File: src/rtl/hmt_pkg.sv
package hmt_pkg;

   // Field widths
   localparam int TEMP_W  = 12;
   localparam int STAMP_W = 32;
   localparam int MS_W    = 16;
   localparam int IDX_W   = 3;
   localparam int DATA_W  = 16;
   localparam int CMP_W   = TEMP_W + 2;

   // Machine modes
   typedef enum logic [2:0] {
      MODE_INIT  = 3'd0,
      MODE_COLD  = 3'd1,
      MODE_NEAR  = 3'd2,
      MODE_SET   = 3'd3,
      MODE_BREW  = 3'd4,
      MODE_AFTER = 3'd5,
      MODE_STEAM = 3'd6,
      MODE_CHILL = 3'd7
   } mode_type;

   // Register indexes
   typedef enum logic [IDX_W-1:0] {
      CSR_TARGET_TEMP   = 3'd0,
      CSR_STEAM_TEMP    = 3'd1,
      CSR_COLD_MARGIN   = 3'd2,
      CSR_HOLD_MS       = 3'd3,
      CSR_BREW_LIMIT_MS = 3'd4
   } csr_index_type;

   // Register reset values
   localparam logic [TEMP_W-1:0] TARGET_TEMP_RST   = 12'd1488;
   localparam logic [TEMP_W-1:0] STEAM_TEMP_RST    = 12'd1840;
   localparam logic [TEMP_W-1:0] COLD_MARGIN_RST   = 12'd160;
   localparam logic [MS_W-1:0]   HOLD_MS_RST       = 16'd10000;
   localparam logic [MS_W-1:0]   BREW_LIMIT_MS_RST = 16'd35000;

   // Temperature bands, sixteenths of a degree
   localparam logic signed [CMP_W-1:0] NEAR_BAND    = 14'sd16;
   localparam logic signed [CMP_W-1:0] CHILL_BAND   = 14'sd32;
   localparam logic signed [CMP_W-1:0] COLD_CEILING = 14'sd2400;

   typedef struct packed {
      logic [TEMP_W-1:0] target_temp;
      logic [TEMP_W-1:0] steam_temp;
      logic [TEMP_W-1:0] cold_margin;
      logic [MS_W-1:0]   hold_ms;
      logic [MS_W-1:0]   brew_limit_ms;
   } cfg_type;

   typedef struct packed {
      logic [TEMP_W-1:0]  temperature;
      logic [STAMP_W-1:0] now_ms;
      logic               brew_detected;
      logic [MS_W-1:0]    brew_time_ms;
      logic               heat_rate_rising;
   } req_item_type;

   // Outcome of one tick for the state registers
   typedef struct packed {
      mode_type mode;
      logic     cold_waiting;
      logic     load_stamp;
   } step_type;

endpackage

File: src/rtl/hmt_req_if.sv
interface hmt_req_if import hmt_pkg::*; ();
   logic               valid;
   logic               ready;
   logic [TEMP_W-1:0]  temperature;
   logic [STAMP_W-1:0] now_ms;
   logic               brew_detected;
   logic [MS_W-1:0]    brew_time_ms;
   logic               heat_rate_rising;

   modport source (output valid, temperature, now_ms, brew_detected, brew_time_ms,
                   heat_rate_rising, input ready);
   modport sink (input valid, temperature, now_ms, brew_detected, brew_time_ms,
                 heat_rate_rising, output ready);
endinterface

File: src/rtl/hmt_rsp_if.sv
interface hmt_rsp_if import hmt_pkg::*; ();
   logic       valid;
   logic       ready;
   logic [2:0] machine_mode;

   modport source (output valid, machine_mode, input ready);
   modport sink (input valid, machine_mode, output ready);
endinterface

File: src/rtl/hmt_csr_if.sv
interface hmt_csr_if import hmt_pkg::*; ();
   logic              valid;
   logic              ready;
   logic [IDX_W-1:0]  index;
   logic [DATA_W-1:0] data;

   modport source (output valid, index, data, input ready);
   modport sink (input valid, index, data, output ready);
endinterface

File: src/rtl/hmt_csr.sv
module hmt_csr import hmt_pkg::*; (
   input  logic       clock,
   input  logic       reset,
   hmt_csr_if.sink    csr_ch,
   output cfg_type    cfg
);

   cfg_type cfg_ff;
   cfg_type cfg_in;

   assign csr_ch.ready = 1'b1;
   assign cfg          = cfg_ff;

   // Register write decode; unknown indexes are dropped
   always_comb begin
      cfg_in = cfg_ff;
      if (csr_ch.valid) begin
         unique case (csr_ch.index)
            CSR_TARGET_TEMP:   cfg_in.target_temp   = csr_ch.data[TEMP_W-1:0];
            CSR_STEAM_TEMP:    cfg_in.steam_temp    = csr_ch.data[TEMP_W-1:0];
            CSR_COLD_MARGIN:   cfg_in.cold_margin   = csr_ch.data[TEMP_W-1:0];
            CSR_HOLD_MS:       cfg_in.hold_ms       = csr_ch.data[MS_W-1:0];
            CSR_BREW_LIMIT_MS: cfg_in.brew_limit_ms = csr_ch.data[MS_W-1:0];
            default: ;
         endcase
      end
   end

   always_ff @(posedge clock) begin
      if (reset) begin
         cfg_ff.target_temp   <= TARGET_TEMP_RST;
         cfg_ff.steam_temp    <= STEAM_TEMP_RST;
         cfg_ff.cold_margin   <= COLD_MARGIN_RST;
         cfg_ff.hold_ms       <= HOLD_MS_RST;
         cfg_ff.brew_limit_ms <= BREW_LIMIT_MS_RST;
      end else begin
         cfg_ff <= cfg_in;
      end
   end

endmodule

File: src/rtl/hmt_next_mode.sv
module hmt_next_mode import hmt_pkg::*; (
   input  req_item_type       item,
   input  cfg_type            cfg,
   input  mode_type           mode,
   input  logic               cold_waiting,
   input  logic [STAMP_W-1:0] cold_start_stamp,
   output step_type           step
);

   logic signed [CMP_W-1:0] t_s;
   logic signed [CMP_W-1:0] tgt_s;
   logic signed [CMP_W-1:0] steam_s;
   logic signed [CMP_W-1:0] cold_thr;
   logic signed [CMP_W-1:0] near_thr;
   logic signed [CMP_W-1:0] chill_thr;
   logic [STAMP_W-1:0]      deadline;
   logic                    is_steam;
   logic                    brew_active;
   logic                    timed_out;

   // Temperatures widened to signed so thresholds below zero compare correctly
   assign t_s       = $signed({2'b00, item.temperature});
   assign tgt_s     = $signed({2'b00, cfg.target_temp});
   assign steam_s   = $signed({2'b00, cfg.steam_temp});
   assign cold_thr  = tgt_s - $signed({2'b00, cfg.cold_margin});
   assign near_thr  = tgt_s - NEAR_BAND;
   assign chill_thr = tgt_s + CHILL_BAND;

   assign is_steam    = t_s >= steam_s;
   assign brew_active = item.brew_time_ms != '0;

   // Hold timer, wraps modulo 2^32
   assign deadline  = cold_start_stamp + {{(STAMP_W-MS_W){1'b0}}, cfg.hold_ms};
   assign timed_out = deadline < item.now_ms;

   // Mode transitions; outside init, steam override applied last
   always_comb begin
      step.mode         = mode;
      step.cold_waiting = cold_waiting;
      step.load_stamp   = 1'b0;
      unique case (mode)
         MODE_INIT: begin
            if (t_s < cold_thr)
               step.mode = MODE_COLD;
            else if (is_steam)
               step.mode = MODE_STEAM;
            else
               step.mode = MODE_SET;
         end
         MODE_COLD: begin
            if (!cold_waiting) begin
               if (t_s >= near_thr && t_s < COLD_CEILING) begin
                  step.load_stamp   = 1'b1;
                  step.cold_waiting = 1'b1;
               end
            end else begin
               if (t_s < near_thr)
                  step.cold_waiting = 1'b0;
               if (timed_out)
                  step.mode = MODE_NEAR;
            end
            if (brew_active) step.mode = MODE_BREW;
            if (is_steam) step.mode = MODE_STEAM;
         end
         MODE_NEAR: begin
            if (t_s >= tgt_s) step.mode = MODE_SET;
            if (brew_active) step.mode = MODE_BREW;
            if (is_steam) step.mode = MODE_STEAM;
         end
         MODE_SET: begin
            if (brew_active) step.mode = MODE_BREW;
            if (is_steam) step.mode = MODE_STEAM;
         end
         MODE_BREW: begin
            if (!item.brew_detected)
               step.mode = MODE_SET;
            else if (item.brew_time_ms > cfg.brew_limit_ms)
               step.mode = MODE_AFTER;
            if (is_steam) step.mode = MODE_STEAM;
         end
         MODE_AFTER: begin
            step.mode = item.brew_detected ? MODE_BREW : MODE_SET;
            if (is_steam) step.mode = MODE_STEAM;
         end
         MODE_STEAM: begin
            if (!is_steam) step.mode = MODE_CHILL;
         end
         MODE_CHILL: begin
            if (item.heat_rate_rising && t_s < chill_thr) step.mode = MODE_SET;
            if (is_steam) step.mode = MODE_STEAM;
         end
         default: step.mode = mode;
      endcase
   end

endmodule

File: src/rtl/heater_mode_tracker.sv
// Boiler machine-mode tracker. Each request is one evaluation tick (temperature,
// timestamp, brew flag, brew time, heat-rate sign) and yields one response with
// the machine mode after that tick. A request is captured in an input register
// and the mode update moves it into the response register once that is free or
// being drained, so one request is taken every cycle while the response side
// keeps up; a stalled response holds the input register, which still takes one
// further request. Registers are written over the csr channel, which is always
// ready, and should only be written while no tick is in flight.
module heater_mode_tracker import hmt_pkg::*; (
   input  logic     clock,
   input  logic     reset,
   hmt_req_if.sink  req_ch,
   hmt_rsp_if.source rsp_ch,
   hmt_csr_if.sink  csr_ch
);

   cfg_type            cfg;
   step_type           step;

   logic               s1_valid_ff;
   logic               s1_valid_in;
   req_item_type       s1_item_ff;
   logic               res_valid_ff;
   logic               res_valid_in;
   mode_type           res_mode_ff;
   mode_type           mode_ff;
   logic               waiting_ff;
   logic [STAMP_W-1:0] stamp_ff;
   logic               advance;
   logic               take_req;

   hmt_csr u_csr (
      .clock  (clock),
      .reset  (reset),
      .csr_ch (csr_ch),
      .cfg    (cfg)
   );

   hmt_next_mode u_next (
      .item             (s1_item_ff),
      .cfg              (cfg),
      .mode             (mode_ff),
      .cold_waiting     (waiting_ff),
      .cold_start_stamp (stamp_ff),
      .step             (step)
   );

   // Handshake: tick moves on when the response slot is free or being drained
   assign advance      = s1_valid_ff && (!res_valid_ff || rsp_ch.ready);
   assign req_ch.ready = !s1_valid_ff || advance;
   assign take_req     = req_ch.valid && req_ch.ready;
   assign s1_valid_in  = take_req || (s1_valid_ff && !advance);
   assign res_valid_in = advance || (res_valid_ff && !rsp_ch.ready);

   assign rsp_ch.valid        = res_valid_ff;
   assign rsp_ch.machine_mode = res_mode_ff;

   // Control and mode state
   always_ff @(posedge clock) begin
      if (reset) begin
         s1_valid_ff  <= 1'b0;
         res_valid_ff <= 1'b0;
         mode_ff      <= MODE_INIT;
         waiting_ff   <= 1'b0;
         stamp_ff     <= '0;
      end else begin
         s1_valid_ff  <= s1_valid_in;
         res_valid_ff <= res_valid_in;
         if (advance) begin
            mode_ff    <= step.mode;
            waiting_ff <= step.cold_waiting;
            if (step.load_stamp)
               stamp_ff <= s1_item_ff.now_ms;
         end
      end
   end

   // Payload registers
   always_ff @(posedge clock) begin
      if (take_req) begin
         s1_item_ff.temperature      <= req_ch.temperature;
         s1_item_ff.now_ms           <= req_ch.now_ms;
         s1_item_ff.brew_detected    <= req_ch.brew_detected;
         s1_item_ff.brew_time_ms     <= req_ch.brew_time_ms;
         s1_item_ff.heat_rate_rising <= req_ch.heat_rate_rising;
      end
      if (advance)
         res_mode_ff <= step.mode;
   end

   // Checks
   a_rsp_matches_state: assert property (@(posedge clock) disable iff (reset)
      res_valid_ff |-> res_mode_ff == mode_ff)
      else $error("response mode differs from tracked mode");

   a_wait_only_in_cold: assert property (@(posedge clock) disable iff (reset)
      $rose(waiting_ff) |-> $past(mode_ff) == MODE_COLD)
      else $error("cold hold started outside cold mode");

   a_advance_fills_rsp: assert property (@(posedge clock) disable iff (reset)
      advance |=> res_valid_ff)
      else $error("tick advanced without a response");

endmodule

File: src/flat_wrapper.sv
// flat-port wrapper written by rule: the top's interface ports become plain ports
module heater_mode_tracker_flat import hmt_pkg::*;
  (clock, reset, req_ch_valid, req_ch_temperature, req_ch_now_ms, req_ch_brew_detected, req_ch_brew_time_ms, req_ch_heat_rate_rising, req_ch_ready, rsp_ch_valid, rsp_ch_machine_mode, rsp_ch_ready, csr_ch_valid, csr_ch_index, csr_ch_data, csr_ch_ready);
  hmt_req_if req_ch_i ();
  hmt_rsp_if rsp_ch_i ();
  hmt_csr_if csr_ch_i ();
  input  logic clock;
  input  logic reset;
  input wire logic [$bits(req_ch_i.valid)-1:0] req_ch_valid;
  input wire logic [$bits(req_ch_i.temperature)-1:0] req_ch_temperature;
  input wire logic [$bits(req_ch_i.now_ms)-1:0] req_ch_now_ms;
  input wire logic [$bits(req_ch_i.brew_detected)-1:0] req_ch_brew_detected;
  input wire logic [$bits(req_ch_i.brew_time_ms)-1:0] req_ch_brew_time_ms;
  input wire logic [$bits(req_ch_i.heat_rate_rising)-1:0] req_ch_heat_rate_rising;
  output wire logic [$bits(req_ch_i.ready)-1:0] req_ch_ready;
  output wire logic [$bits(rsp_ch_i.valid)-1:0] rsp_ch_valid;
  output wire logic [$bits(rsp_ch_i.machine_mode)-1:0] rsp_ch_machine_mode;
  input wire logic [$bits(rsp_ch_i.ready)-1:0] rsp_ch_ready;
  input wire logic [$bits(csr_ch_i.valid)-1:0] csr_ch_valid;
  input wire logic [$bits(csr_ch_i.index)-1:0] csr_ch_index;
  input wire logic [$bits(csr_ch_i.data)-1:0] csr_ch_data;
  output wire logic [$bits(csr_ch_i.ready)-1:0] csr_ch_ready;
  assign req_ch_i.valid = req_ch_valid;
  assign req_ch_i.temperature = req_ch_temperature;
  assign req_ch_i.now_ms = req_ch_now_ms;
  assign req_ch_i.brew_detected = req_ch_brew_detected;
  assign req_ch_i.brew_time_ms = req_ch_brew_time_ms;
  assign req_ch_i.heat_rate_rising = req_ch_heat_rate_rising;
  assign req_ch_ready = req_ch_i.ready;
  assign rsp_ch_valid = rsp_ch_i.valid;
  assign rsp_ch_machine_mode = rsp_ch_i.machine_mode;
  assign rsp_ch_i.ready = rsp_ch_ready;
  assign csr_ch_i.valid = csr_ch_valid;
  assign csr_ch_i.index = csr_ch_index;
  assign csr_ch_i.data = csr_ch_data;
  assign csr_ch_ready = csr_ch_i.ready;
  heater_mode_tracker u_core (.clock(clock), .reset(reset), .req_ch(req_ch_i), .rsp_ch(rsp_ch_i), .csr_ch(csr_ch_i));
endmodule
File: config.mk
export PLATFORM = sky130hd
export DESIGN_NAME = heater_mode_tracker_flat
export DESIGN_NICKNAME = d
export VERILOG_FILES = /design/src/rtl/hmt_pkg.sv /design/src/rtl/hmt_req_if.sv /design/src/rtl/hmt_rsp_if.sv /design/src/rtl/hmt_csr_if.sv /design/src/rtl/hmt_csr.sv /design/src/rtl/hmt_next_mode.sv /design/src/rtl/heater_mode_tracker.sv /design/src/flat_wrapper.sv
export SDC_FILE = /design/constraint.sdc
export NUM_CORES = 1
export LEC_CHECK = 0
export BUFFER_PORTS_ARGS = -buffer_cell sky130_fd_sc_hd__buf_2
export CAP_MARGIN = 20
export CORE_MARGIN = 4
export CORE_UTILIZATION = 65
export DETAILED_ROUTE_END_ITERATION = 12
export HOLD_SLACK_MARGIN = 0.05
export MAX_ROUTING_LAYER = met4
export PLACE_DENSITY = 0.86
export SLEW_MARGIN = 40
export SYNTH_ARGS = -nofsm -noshare
export SYNTH_HDL_FRONTEND = slang
export SYNTH_SLANG_ARGS = --single-unit
File: constraint.sdc
create_clock -name clock -period 11.3 [get_ports clock]
set_input_delay 2.26 -clock clock [delete_from_list [all_inputs] [get_ports clock]]
set_output_delay 2.26 -clock clock [all_outputs]
set_load 0.05 [all_outputs]
; After elaboration in Yosys (flattened, before gate mapping)
; Cells that the tools add are included.
[classes]
n_addsub = 4
magnitude_cmp = 9
eq_ne = 11
muxes = 25
reduce_logical = 24
[ops]
columns = op, count
row1 = $mux W3, 19
row2 = $add A32 B16 Y32, 1
row3 = $lt A32 B32 Y1, 1
row4 = $ge A12 B12 Y1, 2
row5 = $pmux W3 S8, 1
row6 = $gt A16 B16 Y1, 1
row7 = $reduce_bool A16 Y1, 1
row8 = $eq A3 B3 Y1 const B, 5
row9 = $lt A13 B14 Y1, 1
row10 = $reduce_and A2 Y1, 7
row11 = $add A12 B6 Y13 const B, 1
row12 = $ge A13 B13 Y1, 1
row13 = $lt A12 B13 Y1, 1
row14 = $lt A13 B13 Y1, 1
row15 = $sub A12 B12 Y13, 1
row16 = $sub A12 B5 Y13 const B, 1
row17 = $eq A3 B2 Y1 const B, 4
row18 = $lt A12 B12 Y1 const B, 1
row19 = $eq A3 B1 Y1 const B, 2
row20 = $logic_and A1 B1 Y1, 6
row21 = $logic_not A3 Y1, 2
row22 = $logic_not A1 Y1, 4
row23 = $logic_or A1 B1 Y1, 4
row24 = $mux W1, 4
row25 = $mux W2, 1
[word_totals]
reg_bits = 171
in_bits = 86
output_inout_bits = 6
word_cells = 89

; Depth between registers and ports, before layout
; Gate-level depths: netlist (run 1).
[logic_depth]
depth_word = 7
mapped_depth = 20
depth_no_buf = 20

; Modules after synthesis
; A second synthesis (run 1) with hierarchy kept.
[unflattened]
hier_cells = 1080
area_unflattened_um2 = 10722.8
[by_module_without_submodules]
columns = mod, n_inst, cells_each, area_each_um2
row1 = hmt_next_mode, 1, 587, 4289.1
row2 = heater_mode_tracker, 1, 233, 3692.3
row3 = hmt_csr, 1, 260, 2741.4

; Worst setup path before layout (run 1)
; No wires, ideal clock.
[synth_timing]
path_type = input port to output port
from = input rsp_ch_ready
to = output req_ch_ready
arrival_time_ps = 2670
slack_ps = 6370
stages = 2
n_path_buf = 0
cell_sequence = nor2b_4 -> nand2_1
[synth_between]
elab_chain_cells = 3
[synth_rtl]
columns = item, line_no
row1 = from (decl), flat_wrapper.sv:18  ; input wire logic [$bits(rsp_ch_i.ready)-1:0] rsp_ch_ready;
row2 = $logic_or A1 B1 Y1, heater_mode_tracker.sv:49  ; assign advance = s1_valid_ff && (!res_valid_ff || rsp_ch.ready);
row3 = $logic_and A1 B1 Y1, heater_mode_tracker.sv:49
row4 = $logic_or A1 B1 Y1, heater_mode_tracker.sv:50  ; assign req_ch.ready = !s1_valid_ff || advance;
row5 = to (decl), flat_wrapper.sv:15  ; output wire logic [$bits(req_ch_i.ready)-1:0] req_ch_ready;
; No other way between the ends.

; Worst setup path in the final report (run 1)
; Ends and elaborated chain as after synthesis.

==> out/summary.txt, run 1 <==
GRT
------------------------------------------------------------------------------------------
Overall fraction of global-route tracks in use                                       28.1%
Number of global-route vias before repair                                            8,101
Maximum number of pins on one net before global-route repair                            92
Remaining global-route overflow                                                          0
First-pass GRT wire length                                                       38,900 µm
Initial antenna violation count                                                          0

POWER
------------------------------------------------------------------------------------------
VDD IR-drop max                                                                 0.000123 V
Power density cells                                                             128 nW/µm²
Leak pwr                                                                           4.88 nW

FLOORPLANNING
------------------------------------------------------------------------------------------
FP Rows                                                                                 45
Boundary pin count                                                                      92
Area inside the core boundary                                                   15,200 µm²
Die X                                                                               133 µm
Die ar.                                                                         17,600 µm²
Die height                                                                          133 µm
Starting density of the core                                                         66.6%

LOGIC SYNTHESIS
------------------------------------------------------------------------------------------
Library cell with the largest summed area after synthesis                     sky130_fd_sc_hd__dfxtp_1
Number of distinct standard cells referenced by the synthesized netlist                 67
Count of flip-flops with a built-in enable after synthesis                              65
Main synth FF type                                                            sky130_fd_sc_hd__dfxtp_1
Flip-flop and latch count after synthesis                                              171
Most numerous cell in the Yosys netlist                                       sky130_fd_sc_hd__nand2_1
Mean cell area of the mapped netlist                                              9.17 µm²
Mux cell area share after synthesis                                                  3.17%
Share of Yosys cell area claimed by the top area cell type                           21.0%
Syn_nets                                                                             1,320
Count of warnings emitted by yosys                                                       0
Part of the Yosys area used for sequential elements                                  40.3%
Share of synthesized cell area in full adder, half adder and majority cells          16.2%
Area share of and/or/nand/nor cells after synthesis                                  15.7%
Compound-cell area share of the yosys netlist                                        14.9%
Fraction of registers with async set/reset                                              0%
Top cell types by occurrence after synthesis                                  209 x sky130_fd_sc_hd__nand2_1, 128 x sky130_fd_sc_hd__ha_1, 106 x sky130_fd_sc_hd__dfxtp_1
Area share of xor/xnor cells in the synthesized design                               4.07%
Largest family of logic cells by synthesized area                              adder cells
Biggest area contributors in the synthesized netlist                          sky130_fd_sc_hd__dfxtp_1 21%, sky130_fd_sc_hd__edfxtp_1 19%, sky130_fd_sc_hd__ha_1 16%
Synthesized instance count                                                           1,104
Total standard cell area after synthesis                                        10,100 µm²

STA
------------------------------------------------------------------------------------------
Total count of hold-check failures in the final report                                   0
Sum Neg Setup Slack                                                                   0 ns
Time the final worst path needs with I/O delays and setup                          5.04 ns
Final worst-path cycle share                                                         44.6%
Peak clock frequency supported by timing                                           198 MHz
Max-slew violation count                                                                 0
Slew at the pin with the worst max-slew slack                                     0.687 ns
RSZ-0062 raised after global routing                                                    no
Min Hold Slack                                                                    0.458 ns
Total setup violations reported at the end of the flow                                   0
Rel. slew slack                                                                      54.2%
Clock tree skew after final layout                                               0.0148 ns

WORST SETUP PATH
------------------------------------------------------------------------------------------
Crit Path Max Fanout                                                                     4
Buf+Inv Stages, Crit Path                                                                2
Worst setup EP type                                                           primary output
Slowest Stage Delay on Critical Path                                               0.21 ns
Kind of critical path                                                         primary input to primary output
Chain of cells forming the critical path                                      buf_2, nor2b_4, nand2_1, buf_2
Kind of cell adding the most delay to the critical path                       buffers and inverters
Most used cell along the critical path                                        sky130_fd_sc_hd__buf_2
Required @ worst endpoint                                                          9.04 ns
Slowest stage cell on the critical path                                       sky130_fd_sc_hd__buf_2
R2r setup slk                                                                      6.56 ns
Kind of start point of the critical path                                      primary input
Worst Path Arrival                                                                 2.78 ns

CLOCK TREE
------------------------------------------------------------------------------------------
Insertion delay to the later sink of the worst-skew pair                           0.44 ns
Bufs on Longest Clock Path                                                               2
TritonCTS clock tree                                                                  done
Clock root cell                                                               sky130_fd_sc_hd__clkbuf_16
Hold Buf Count CTS                                                                       0
Total clock buffers created by CTS                                                      17
Max H-tree Level                                                                         4
Clock slew at the register clock pins of the worst setup and hold paths            0.07 ns
Total number of clock tree sinks                                                       171
Number of instances resized during post-cts repair                                       0
Post-CTS setup buffer count                                                              0

CELLS AND AREA
------------------------------------------------------------------------------------------
Synthesis-to-layout area growth                                                      11.2%
Fraction of final layout cells sized beyond drive strength 1                         11.8%
Final net count                                                                      1,395
Final standard cell area without fillers                                        11,200 µm²

DETAILED ROUTING
------------------------------------------------------------------------------------------
Post-detailed-route DRC marker count                                                     0
Detailed router's first-iteration violation count                                      569
Total iterations of the first detailed-routing run                                       6
Per-cell routed wire length                                                        17.1 µm
Wire length reported by the detailed router                                      23,600 µm
Avg Vias per Cell                                                                     5.90
ANT nets after route                                                                     0
DR vias                                                                              8,153

JOB
------------------------------------------------------------------------------------------
Count of max-cap constraint violations                                                   0

PLACED DESIGN
------------------------------------------------------------------------------------------
Routability-driven placement congestion ratio                                        0.909
Area of placed instances                                                        10,700 µm²
HPWL after detailed placement                                                    16,900 µm
IO buf count                                                                            90

OUTCOME
------------------------------------------------------------------------------------------
Run status                                                                    complete, no violations

MIN PATH
------------------------------------------------------------------------------------------
Worst hold path class                                                         register to register

state kept, by name, summed over array words and instances, names as in the netlist:
signal / flops
u_core.rsp_ch.machine_mode: 3
u_core.s1_item_ff: 62
u_core.waiting_ff: 1
u_core.mode_ff: 3
u_core.stamp_ff: 32
u_core.u_csr.cfg: 68
u_core.s1_valid_ff: 1
u_core.rsp_ch.valid: 1
path summary, 6_finish.rpt:
path / from / end / cells past startpoint
setup reg to reg: u_core.stamp_ff[1] / u_core.rsp_ch.machine_mode[1] / 18
hold reg to reg: u_core.u_csr.cfg[50] / u_core.u_csr.cfg[50] / 2
hold / removal: u_core.u_csr.cfg[50] / u_core.u_csr.cfg[50] / 2
setup / recovery: rsp_ch_ready / req_ch_ready / 4
worst min-delay path, delay by kind of cell, from the launching register on:
kind	cells	cell delay [ns]
flip-flops	1	0.31
AO/OA/AOI/OAI	1	0.05
AND/OR/NAND/NOR	1	0.05
final cells by class:
type	instances	area [µm²]
Multi-Input combinational cell	795	5490
Tap cell	188	235
Timing Repair Buffer	93	477
Inverter	101	379
Clock buffer	17	425
Sequential cell	171	4070
Fill cell	1080	3950
Antenna cell	1	2.50
Clock inverter	15	168
routing by layer:
| layer | up-vias | part of all wire [%] | GRT usage [%] |
|---|---|---|---|
| li1 | 4020 | - | - |
| met1 | 3782 | 42 | 34.5 |
| met2 | 278 | 48 | 45.6 |
| met3 | 73 | 6.1 | 5.82 |
| met4 | 0 | 3.4 | 11.3 |
| met5 | - | 0 | - |
cell usage in the layout (no fill, tap or decap), types with 3 or more instances in the layout:
cell                          n
sky130_fd_sc_hd__nand4_1     17
sky130_fd_sc_hd__nand2_1    209
sky130_fd_sc_hd__o31a_1       3
sky130_fd_sc_hd__a41oi_1      4
sky130_fd_sc_hd__a21o_1      22
sky130_fd_sc_hd__nor2_1      42
sky130_fd_sc_hd__ha_1       128
sky130_fd_sc_hd__nor3_1       6
sky130_fd_sc_hd__or3_1        3
sky130_fd_sc_hd__a21boi_0     3
sky130_fd_sc_hd__buf_2       90
sky130_fd_sc_hd__nand3_1     21
sky130_fd_sc_hd__o21a_1      11
sky130_fd_sc_hd__nand3b_1     4
sky130_fd_sc_hd__and4_1       3
sky130_fd_sc_hd__inv_6        3
sky130_fd_sc_hd__xor2_1      14
sky130_fd_sc_hd__a211oi_1     8
sky130_fd_sc_hd__xnor2_1     33
sky130_fd_sc_hd__clkinv_8     3
sky130_fd_sc_hd__o211ai_1    19
sky130_fd_sc_hd__inv_8        6
sky130_fd_sc_hd__o21bai_1     6
sky130_fd_sc_hd__a21oi_1     92
sky130_fd_sc_hd__nor2b_1     12
sky130_fd_sc_hd__edfxtp_1    65
sky130_fd_sc_hd__inv_1      100
sky130_fd_sc_hd__o21ai_0     25
sky130_fd_sc_hd__nand2b_1    10
sky130_fd_sc_hd__nor4_1       9
sky130_fd_sc_hd__and3_1       7
sky130_fd_sc_hd__clkbuf_16   17
sky130_fd_sc_hd__a31oi_1      6
sky130_fd_sc_hd__mux2i_1     32
sky130_fd_sc_hd__a211o_1      3
sky130_fd_sc_hd__dfxtp_1    106
metrics by stage:
stage	cells	power [mW]	util (%)	setup slack, ns
6_report	1381	1.44	74.0	6.26
5_1_grt	1380	1.50	74.0	6.20
4_1_cts	1380	1.44	74.0	6.25
3_5_place_dp	1348	0.863	70.1	6.25
3_3_place_gp	1348	0.856	70.0	6.27
2_1_floorplan	1104	0.808	-	6.37
power by group:
part | total [mW] | switching, mW | internal, mW | leakage, nW
Combinational | 0.168 | 0.0994 | 0.0689 | 3.10
Clock | 0.583 | 0.285 | 0.298 | 0.288
Sequential | 0.687 | 0.0214 | 0.666 | 1.49
cells by family after synthesis:
family | count (synthesis)
simple gates | 355
compound gates | 230
xor+xnor | 47
buf+inv | 138
mux | 32
other cells | 1
fa+ha+maj | 130
flops | 171
No activity file was read; power rests on OpenSTA's default activity.
==> inputs of run 2 (changes only) <==
Settings changed: CORE_UTILIZATION 65 to 60, PLACE_DENSITY 0.86 to 0.8.
Clock period 11.3 ns to 5.2 ns, I/O delays scaled along.
==> out/summary.txt, run 2 (synthesized netlist as in run 1, its figures left out) <==
STA
--------------------------------------------------------------------------------------
Final worst-path cycle share                                                     87.6%
Clock tree skew after final layout                                          0.00866 ns   -0.00612 ns
Peak clock frequency supported by timing                                       220 MHz
RSZ-0062 raised after global routing                                                no
Min Hold Slack                                                                0.457 ns   -0.00139 ns
Sum Neg Setup Slack                                                               0 ns   unchanged
Rel. slew slack                                                                  50.3%   -4.0 points
Total setup violations reported at the end of the flow                               0   unchanged
Max-slew violation count                                                             0   unchanged
Total count of hold-check failures in the final report                               0   unchanged
Setup WS post-layout                                                          0.646 ns   -5.61 ns
Slew at the pin with the worst max-slew slack                                 0.746 ns   +0.0596 ns
Time the final worst path needs with I/O delays and setup                      4.55 ns

GRT
--------------------------------------------------------------------------------------
Number of global-route vias before repair                                        7,695   -5.0%
Global-route track usage on met2                                                 41.9%   -3.7 points
GRT met1 Usage                                                                   32.9%   -1.5 points
Global routing's busiest layer                                                    met2
Remaining global-route overflow                                                      0   unchanged
Overall fraction of global-route tracks in use                                   26.0%   -2.1 points
First-pass GRT wire length                                                   37,600 µm   -3.4%
Met3 layer usage reported by global route                                        5.70%   -0.12 points
Maximum number of pins on one net before global-route repair                        76   -17%
Initial antenna violation count                                                      2   +2

WORST SETUP PATH
--------------------------------------------------------------------------------------
Worst Path Arrival                                                             4.75 ns   +1.97 ns
Chain of cells forming the critical path                                  ha_1, inv_1, fa_1, nor2b_1, o31a_1, o21ai_2, o21ai_2, a41o_1, o311ai_4, nor2_1, xor2_1, ha_1, nand2_1, o21ai_0, a211oi_1, o311ai_0, a21boi_0, o31ai_1, o21ai_0, nor2b_1
Crit Reg-Reg Startpoint                                                   u_core.stamp_ff[0]
Launch point of the worst path                                            u_core.stamp_ff[0]
Kind of critical path                                                     register to register
Worst Reg2Reg Path Length in Cells                                                  20   +2
Worst setup EP type                                                           register
Required @ worst endpoint                                                      5.39 ns   -3.65 ns
Slowest Stage Delay on Critical Path                                           0.54 ns   +0.33 ns
Slowest stage cell on the critical path                                   sky130_fd_sc_hd__o31ai_1
Count of cell instances traversed by the critical path                              20   +16
Buf+Inv Stages, Crit Path                                                            1   -1
Kind of start point of the critical path                                      register
Kind of cell adding the most delay to the critical path                   compound AO/OA/AOI/OAI gates
Crit Path Max Fanout                                                                 8   +4

CELLS AND AREA
--------------------------------------------------------------------------------------
Leading cell type in the layout, fill and taps excluded                   sky130_fd_sc_hd__nand2_1
Final net count                                                                  1,395   unchanged
Synthesis-to-layout area growth                                                  11.7%
Number of flip-flops under the largest register name                                68   unchanged
Final standard cell area without fillers                                    11,300 µm²   +0.52%
Commonest non-fill, non-tap cells in the layout                           209 x sky130_fd_sc_hd__nand2_1, 128 x sky130_fd_sc_hd__ha_1, 106 x sky130_fd_sc_hd__dfxtp_1
Fraction of final layout cells sized beyond drive strength 1                     11.8%   unchanged

CLOCK TREE
--------------------------------------------------------------------------------------
Total number of clock tree sinks                                                   171   unchanged
Bufs on Longest Clock Path                                                           2   unchanged
Number of instances resized during post-cts repair                                   0   unchanged
Max H-tree Level                                                                     4   unchanged
Hold Buf Count CTS                                                                   0   unchanged
Clock slew at the register clock pins of the worst setup and hold paths        0.08 ns   about the same
TritonCTS clock tree                                                              done
Total clock buffers created by CTS                                                  17   unchanged
Clock root cell                                                           sky130_fd_sc_hd__clkbuf_16
Insertion delay to the later sink of the worst-skew pair                       0.44 ns   about the same
Post-CTS setup buffer count                                                          0   unchanged

POWER
--------------------------------------------------------------------------------------
Final total power                                                              3.16 mW   +120%
VDD IR-drop max                                                             0.000260 V   +110%
Leak pwr                                                                       4.89 nW   +0.21%
Power density cells                                                         280 nW/µm²   +120%

FLOORPLANNING
--------------------------------------------------------------------------------------
Starting density of the core                                                     61.0%   -5.5 points
Area inside the core boundary                                               16,600 µm²   +9.1%
Die ar.                                                                     19,000 µm²   +7.8%
Die height                                                                      138 µm   +3.8%
Boundary pin count                                                                  92   unchanged
FP Rows                                                                             47   +4.4%
Die X                                                                           138 µm   +3.8%

PLACED DESIGN
--------------------------------------------------------------------------------------
Dpl ws                                                                        0.730 ns   -5.52 ns
HPWL after detailed placement                                                17,200 µm   +2.3%
Area of placed instances                                                    10,700 µm²   +0.39%
Routability-driven placement congestion ratio                                    0.896   -1.4%
IO buf count                                                                        90   unchanged

DETAILED ROUTING
--------------------------------------------------------------------------------------
Total iterations of the first detailed-routing run                                   5   -1
Avg Vias per Cell                                                                 5.67   -3.9%
ANT nets after route                                                                 0   unchanged
Per-cell routed wire length                                                    16.6 µm   -2.6%
Post-detailed-route DRC marker count                                                 0   unchanged
Wire length reported by the detailed router                                  23,500 µm   -0.24%
DR vias                                                                          8,024   -1.6%
Detailed router's first-iteration violation count                                  503   -12%

OUTCOME
--------------------------------------------------------------------------------------
Run status                                                                complete, no violations

MIN PATH
--------------------------------------------------------------------------------------
Launch instance of the worst min-delay path                               u_core.u_csr.cfg[55]
Worst hold path class                                                     register to register
Number of cells on the worst hold path                                               2   unchanged

JOB
--------------------------------------------------------------------------------------
Count of max-cap constraint violations                                               0   unchanged

## run 2: cell types whose count changed in the layout (fill, tap and decap cells not counted), sizes merged
| cell | delta |
|---|---|
| clkinvlp | -1 |
| inv | +1 |
| diode | +1 |
## run 2: per-layer routing
metal,part of all wire [%],wire length (µm)
met1,44,10400
met2,48,11200
met3,6.1,1420
met4,2.2,528
met5,0,0
## run 2: final timing paths
check | endpoint | slack, ns
max | u_core.rsp_ch.machine_mode[1] | 0.65
min reg2reg | u_core.u_csr.cfg[55] | 0.46
max reg2reg | u_core.rsp_ch.machine_mode[1] | 0.65
min | u_core.u_csr.cfg[55] | 0.46
## run 2: report_power, final
part | internal, mW | total, mW | switching, mW
sequential | 1.45 | 1.49 | 0.0459
combinational | 0.149 | 0.364 | 0.215
clock | 0.660 | 1.31 | 0.647
total | 2.26 | 3.16 | 0.908
## run 2: cell type report
class / instances / area, µm²
multi-input cells: 795 / 5490
inverters: 101 / 379
clock inverters: 15 / 186
repair buffers: 93 / 473
flip-flops and latches: 171 / 4070
clock buffers: 17 / 425
diodes: 2 / 5.00
well taps: 220 / 275
fillers: 1362 / 5280
## run 2: worst min-delay path: stages (launching register included)
cell and delay (ns):
sky130_fd_sc_hd__dfxtp_1 0.31, sky130_fd_sc_hd__nand2_1 0.05, sky130_fd_sc_hd__a21oi_1 0.05
## run 2: per-stage QoR
step | instances | util, %
2_1_floorplan | 1104 | -
3_3_place_gp | 1380 | 64.4
3_5_place_dp | 1380 | 64.5
4_1_cts | 1412 | 68.2
5_1_grt | 1414 | 68.2
6_report | 1414 | 68.2
==> inputs of run 3 (changes only) <==
Settings changed: ABC_AREA set to 1.
==> out/summary.txt, run 3 <==
GRT
------------------------------------------------------------------------------------------
First-pass GRT wire length                                                       38,700 µm   +2.8%
Number of global-route vias before repair                                            8,214   +6.7%
Overall fraction of global-route tracks in use                                       25.4%   -0.62 points
Initial antenna violation count                                                          0   -2
Remaining global-route overflow                                                          0   unchanged
Maximum number of pins on one net before global-route repair                            70   -7.9%

DETAILED ROUTING
------------------------------------------------------------------------------------------
Post-detailed-route DRC marker count                                                     0   unchanged
Detailed router's first-iteration violation count                                      438   -13%
DR vias                                                                              8,343   +4.0%
Total iterations of the first detailed-routing run                                       5   unchanged
Wire length reported by the detailed router                                      23,300 µm   -0.97%
Per-cell routed wire length                                                        15.2 µm   -8.8%
Avg Vias per Cell                                                                     5.44   -4.2%
ANT nets after route                                                                     0   unchanged

CELLS AND AREA
------------------------------------------------------------------------------------------
Final net count                                                                      1,518   +8.8%
Synthesis-to-layout area growth                                                      11.6%
N_diodes                                                                                 0   -2
Commonest non-fill, non-tap cells in the layout                               179 x sky130_fd_sc_hd__nand2_1, 165 x sky130_fd_sc_hd__inv_1, 128 x sky130_fd_sc_hd__ha_1
Leading cell type in the layout, fill and taps excluded                       sky130_fd_sc_hd__nand2_1
Final standard cell area without fillers                                        11,300 µm²   +0.29%
Number of fill cells in the layout                                                   1,364   +0.15%
Fraction of final layout cells sized beyond drive strength 1                         12.9%   +1.0 points
Number of flip-flops under the largest register name                                    68   unchanged

WORST SETUP PATH
------------------------------------------------------------------------------------------
Worst setup EP type                                                               register
Worst Reg2Reg Path Length in Cells                                                      26   +30%
Buf+Inv Stages, Crit Path                                                                4   +3
Crit Path Max Fanout                                                                     4   -4
Worst Path Arrival                                                                 4.16 ns   -0.59 ns
Slowest Stage Delay on Critical Path                                               0.39 ns   -0.15 ns
Kind of cell adding the most delay to the critical path                       simple AND/OR/NAND/NOR gates
Most used cell along the critical path                                        sky130_fd_sc_hd__nand2_1
Kind of critical path                                                         register to register
Required @ worst endpoint                                                          5.40 ns   about the same
Kind of start point of the critical path                                          register
Count of cell instances traversed by the critical path                                  26   +30%
Slowest stage cell on the critical path                                       sky130_fd_sc_hd__fa_1

CLOCK TREE
------------------------------------------------------------------------------------------
Total number of clock tree sinks                                                       171   unchanged
Clock root cell                                                               sky130_fd_sc_hd__clkbuf_16
Max H-tree Level                                                                         4   unchanged
Number of instances resized during post-cts repair                                       0   unchanged
Clock slew at the register clock pins of the worst setup and hold paths            0.07 ns   about the same
Post-CTS setup buffer count                                                              0   unchanged
Total clock buffers created by CTS                                                      17   unchanged
TritonCTS clock tree                                                                  done
Hold Buf Count CTS                                                                       0   unchanged
Bufs on Longest Clock Path                                                               2   unchanged
Insertion delay to the later sink of the worst-skew pair                           0.44 ns   about the same

STA
------------------------------------------------------------------------------------------
Time the final worst path needs with I/O delays and setup                          3.96 ns   -0.597 ns
Slew at the pin with the worst max-slew slack                                     0.700 ns   -0.0457 ns
Rel. slew slack                                                                      52.9%   +2.7 points
Total setup violations reported at the end of the flow                                   0   unchanged
Final worst-path cycle share                                                         76.1%   -11 points
Peak clock frequency supported by timing                                           253 MHz   +15%
Total count of hold-check failures in the final report                                   0   unchanged
RSZ-0062 raised after global routing                                                    no
Max-slew violation count                                                                 0   unchanged
Clock tree skew after final layout                                               0.0109 ns   +0.00226 ns
Sum Neg Setup Slack                                                                   0 ns   unchanged

LOGIC SYNTHESIS
------------------------------------------------------------------------------------------
Part of the Yosys area used for sequential elements                                  40.1%   -0.17 points
Synthesized instance count                                                           1,219   +10%
Count of warnings emitted by yosys                                                       0   unchanged
Count of flip-flops with a built-in enable after synthesis                              65   unchanged
Top cell types by occurrence after synthesis                                  179 x sky130_fd_sc_hd__nand2_1, 167 x sky130_fd_sc_hd__inv_1, 128 x sky130_fd_sc_hd__ha_1
Share of synthesized cell area in full adder, half adder and majority cells          16.2%   -0.068 points
Fraction of registers with async set/reset                                              0%   unchanged
Area share of and/or/nand/nor cells after synthesis                                  17.4%   +1.7 points
Compound-cell area share of the yosys netlist                                        13.8%   -1.2 points
Area share of xor/xnor cells in the synthesized design                               4.31%   +0.24 points
Total standard cell area after synthesis                                        10,200 µm²   +0.42%
Mean cell area of the mapped netlist                                              8.34 µm²   -9.1%
Biggest area contributors in the synthesized netlist                          sky130_fd_sc_hd__dfxtp_1 21%, sky130_fd_sc_hd__edfxtp_1 19%, sky130_fd_sc_hd__ha_1 16%
Most numerous cell in the Yosys netlist                                       sky130_fd_sc_hd__nand2_1
Largest family of logic cells by synthesized area                             simple AND/OR/NAND/NOR gates
Syn_nets                                                                             1,435   +8.7%
Mux cell area share after synthesis                                                     0%   -3.2 points
Number of distinct standard cells referenced by the synthesized netlist                 43   -36%
Flip-flop and latch count after synthesis                                              171   unchanged
Main synth FF type                                                            sky130_fd_sc_hd__dfxtp_1
Share of Yosys cell area claimed by the top area cell type                           20.9%   -0.088 points
Library cell with the largest summed area after synthesis                     sky130_fd_sc_hd__dfxtp_1

POWER
------------------------------------------------------------------------------------------
Cell internal pwr                                                                  2.33 mW   +3.3%
Power density cells                                                             282 nW/µm²   +0.68%
Switching portion of total power                                                     27.1%   -1.6 points
Part of the total power dissipated in combinational logic                            13.3%   +1.8 points
Final total power                                                                  3.19 mW   +0.97%
Leak pwr                                                                           5.29 nW   +8.2%
VDD IR-drop max                                                                 0.000262 V   +0.81%
Seq pwr share                                                                        46.8%   -0.4 points
NetSw                                                                               865 µW   -4.7%
Share of total power in the clock network                                            39.9%   -1.4 points

FLOORPLANNING
------------------------------------------------------------------------------------------
Die ar.                                                                         19,100 µm²   +0.39%
Boundary pin count                                                                      92   unchanged
Starting density of the core                                                         61.3%   +0.26 points
Area inside the core boundary                                                   16,600 µm²   unchanged
Die height                                                                          138 µm   +0.20%
FP Rows                                                                                 47   unchanged
Die X                                                                               138 µm   +0.20%

MIN PATH
------------------------------------------------------------------------------------------
Number of cells on the worst hold path                                                   2   unchanged
Worst hold path class                                                         register to register

PLACED DESIGN
------------------------------------------------------------------------------------------
HPWL after detailed placement                                                    16,900 µm   -1.7%
Routability-driven placement congestion ratio                                        0.924   +3.1%
Area of placed instances                                                        10,700 µm²   +0.48%
IO buf count                                                                            90   unchanged

JOB
------------------------------------------------------------------------------------------
Count of max-cap constraint violations                                                   0   unchanged

OUTCOME
------------------------------------------------------------------------------------------
Run status                                                                    complete, no violations

run 3: cell count changes in the layout (fill, tap and decap cells not counted), moves of 20 or more:
cell,before,now
sky130_fd_sc_hd__xor2_1,14,37
sky130_fd_sc_hd__inv_1,100,165
sky130_fd_sc_hd__nor2_2,1,32
sky130_fd_sc_hd__nand2_1,209,179
sky130_fd_sc_hd__a21oi_1,92,113
sky130_fd_sc_hd__mux2i_1,32,0
sky130_fd_sc_hd__xnor2_1,33,13
sky130_fd_sc_hd__o21ai_0,25,95
sky130_fd_sc_hd__nor2_1,42,108
run 3: logic make-up after synthesis:
family | after synthesis
compound gates | 259
fa+ha+maj | 130
other cells | 1
simple gates | 405
flops | 171
xor+xnor | 50
buf+inv | 203
run 3: layout make-up:
| class | count | area, µm² | share of cell area [%] |
|---|---|---|---|
| clock buffers | 20 | 468 | 4.13 |
| clock inverters | 12 | 124 | 1.09 |
| well taps | 220 | 275 | 2.43 |
| multi-input cells | 845 | 5260 | 46.4 |
| repair buffers | 94 | 484 | 4.27 |
| flip-flops and latches | 171 | 4070 | 35.9 |
| inverters | 173 | 658 | 5.80 |
run 3: worst paths after layout:
path	startpoint	end	slack, ns
max	u_core.stamp_ff[0]	u_core.rsp_ch.machine_mode[1]	1.24
min	u_core.u_csr.cfg[51]	u_core.u_csr.cfg[51]	0.46
min reg2reg	u_core.u_csr.cfg[51]	u_core.u_csr.cfg[51]	0.46
max reg2reg	u_core.stamp_ff[0]	u_core.rsp_ch.machine_mode[1]	1.24
run 3: stage by stage:
stage          worst slack, ns  hold slack (ns)  cells  util (%)
4_1_cts                   1.25            0.465   1535      68.3
3_3_place_gp              1.43            0.446   1503      64.8
3_5_place_dp              1.32            0.453   1503      64.8
5_1_grt                  0.816            0.485   1535      68.4
6_report                  1.24            0.462   1535      68.4
2_1_floorplan             1.80            0.433   1219         -
run 3: routing by layer:
layer / routed length [µm] / vias to the layer above / GRT usage (%) / part of all wire, %
met5: 0 / - / - / 0
met4: 819 / 0 / 10.6 / 3.5
met3: 1070 / 60 / 4.28 / 4.6
met2: 11200 / 209 / 42.6 / 48
met1: 10200 / 3823 / 30.4 / 44
li1: - / 4251 / - / -
run 3: power groups by stage:
stage | clock, mW | combinational, mW | sequential (mW)
after floorplan | 0 | 0.289 | 1.52
after global placement | 0 | 0.397 | 1.52
after detailed placement | 0 | 0.414 | 1.52
after CTS | 1.29 | 0.421 | 1.49
after global routing | 1.36 | 0.487 | 1.50
final | 1.28 | 0.423 | 1.50
run 3: worst reg2reg max path: stages, from the launching register on:
cell and delay, ns:
sky130_fd_sc_hd__dfxtp_1 0.35, sky130_fd_sc_hd__ha_1 0.21, sky130_fd_sc_hd__inv_1 0.06, sky130_fd_sc_hd__fa_1 0.39, sky130_fd_sc_hd__o21ai_1 0.22, sky130_fd_sc_hd__a21boi_1 0.15
sky130_fd_sc_hd__o21ai_2 0.20, sky130_fd_sc_hd__a21boi_1 0.12, sky130_fd_sc_hd__nor2_1 0.25, sky130_fd_sc_hd__nand2_1 0.17, sky130_fd_sc_hd__nor2_1 0.14, sky130_fd_sc_hd__xor2_1 0.15
sky130_fd_sc_hd__inv_1 0.05, sky130_fd_sc_hd__ha_1 0.26, sky130_fd_sc_hd__nand2_1 0.07, sky130_fd_sc_hd__inv_1 0.06, sky130_fd_sc_hd__nand2_1 0.08, sky130_fd_sc_hd__nor3_1 0.20
sky130_fd_sc_hd__nand2_1 0.09, sky130_fd_sc_hd__nand2_1 0.09, sky130_fd_sc_hd__nor2_1 0.06, sky130_fd_sc_hd__nand3_1 0.08, sky130_fd_sc_hd__nand2_1 0.05, sky130_fd_sc_hd__nand2_1 0.06
sky130_fd_sc_hd__nand2_1 0.05, sky130_fd_sc_hd__nand2_1 0.08, sky130_fd_sc_hd__inv_1 0.04
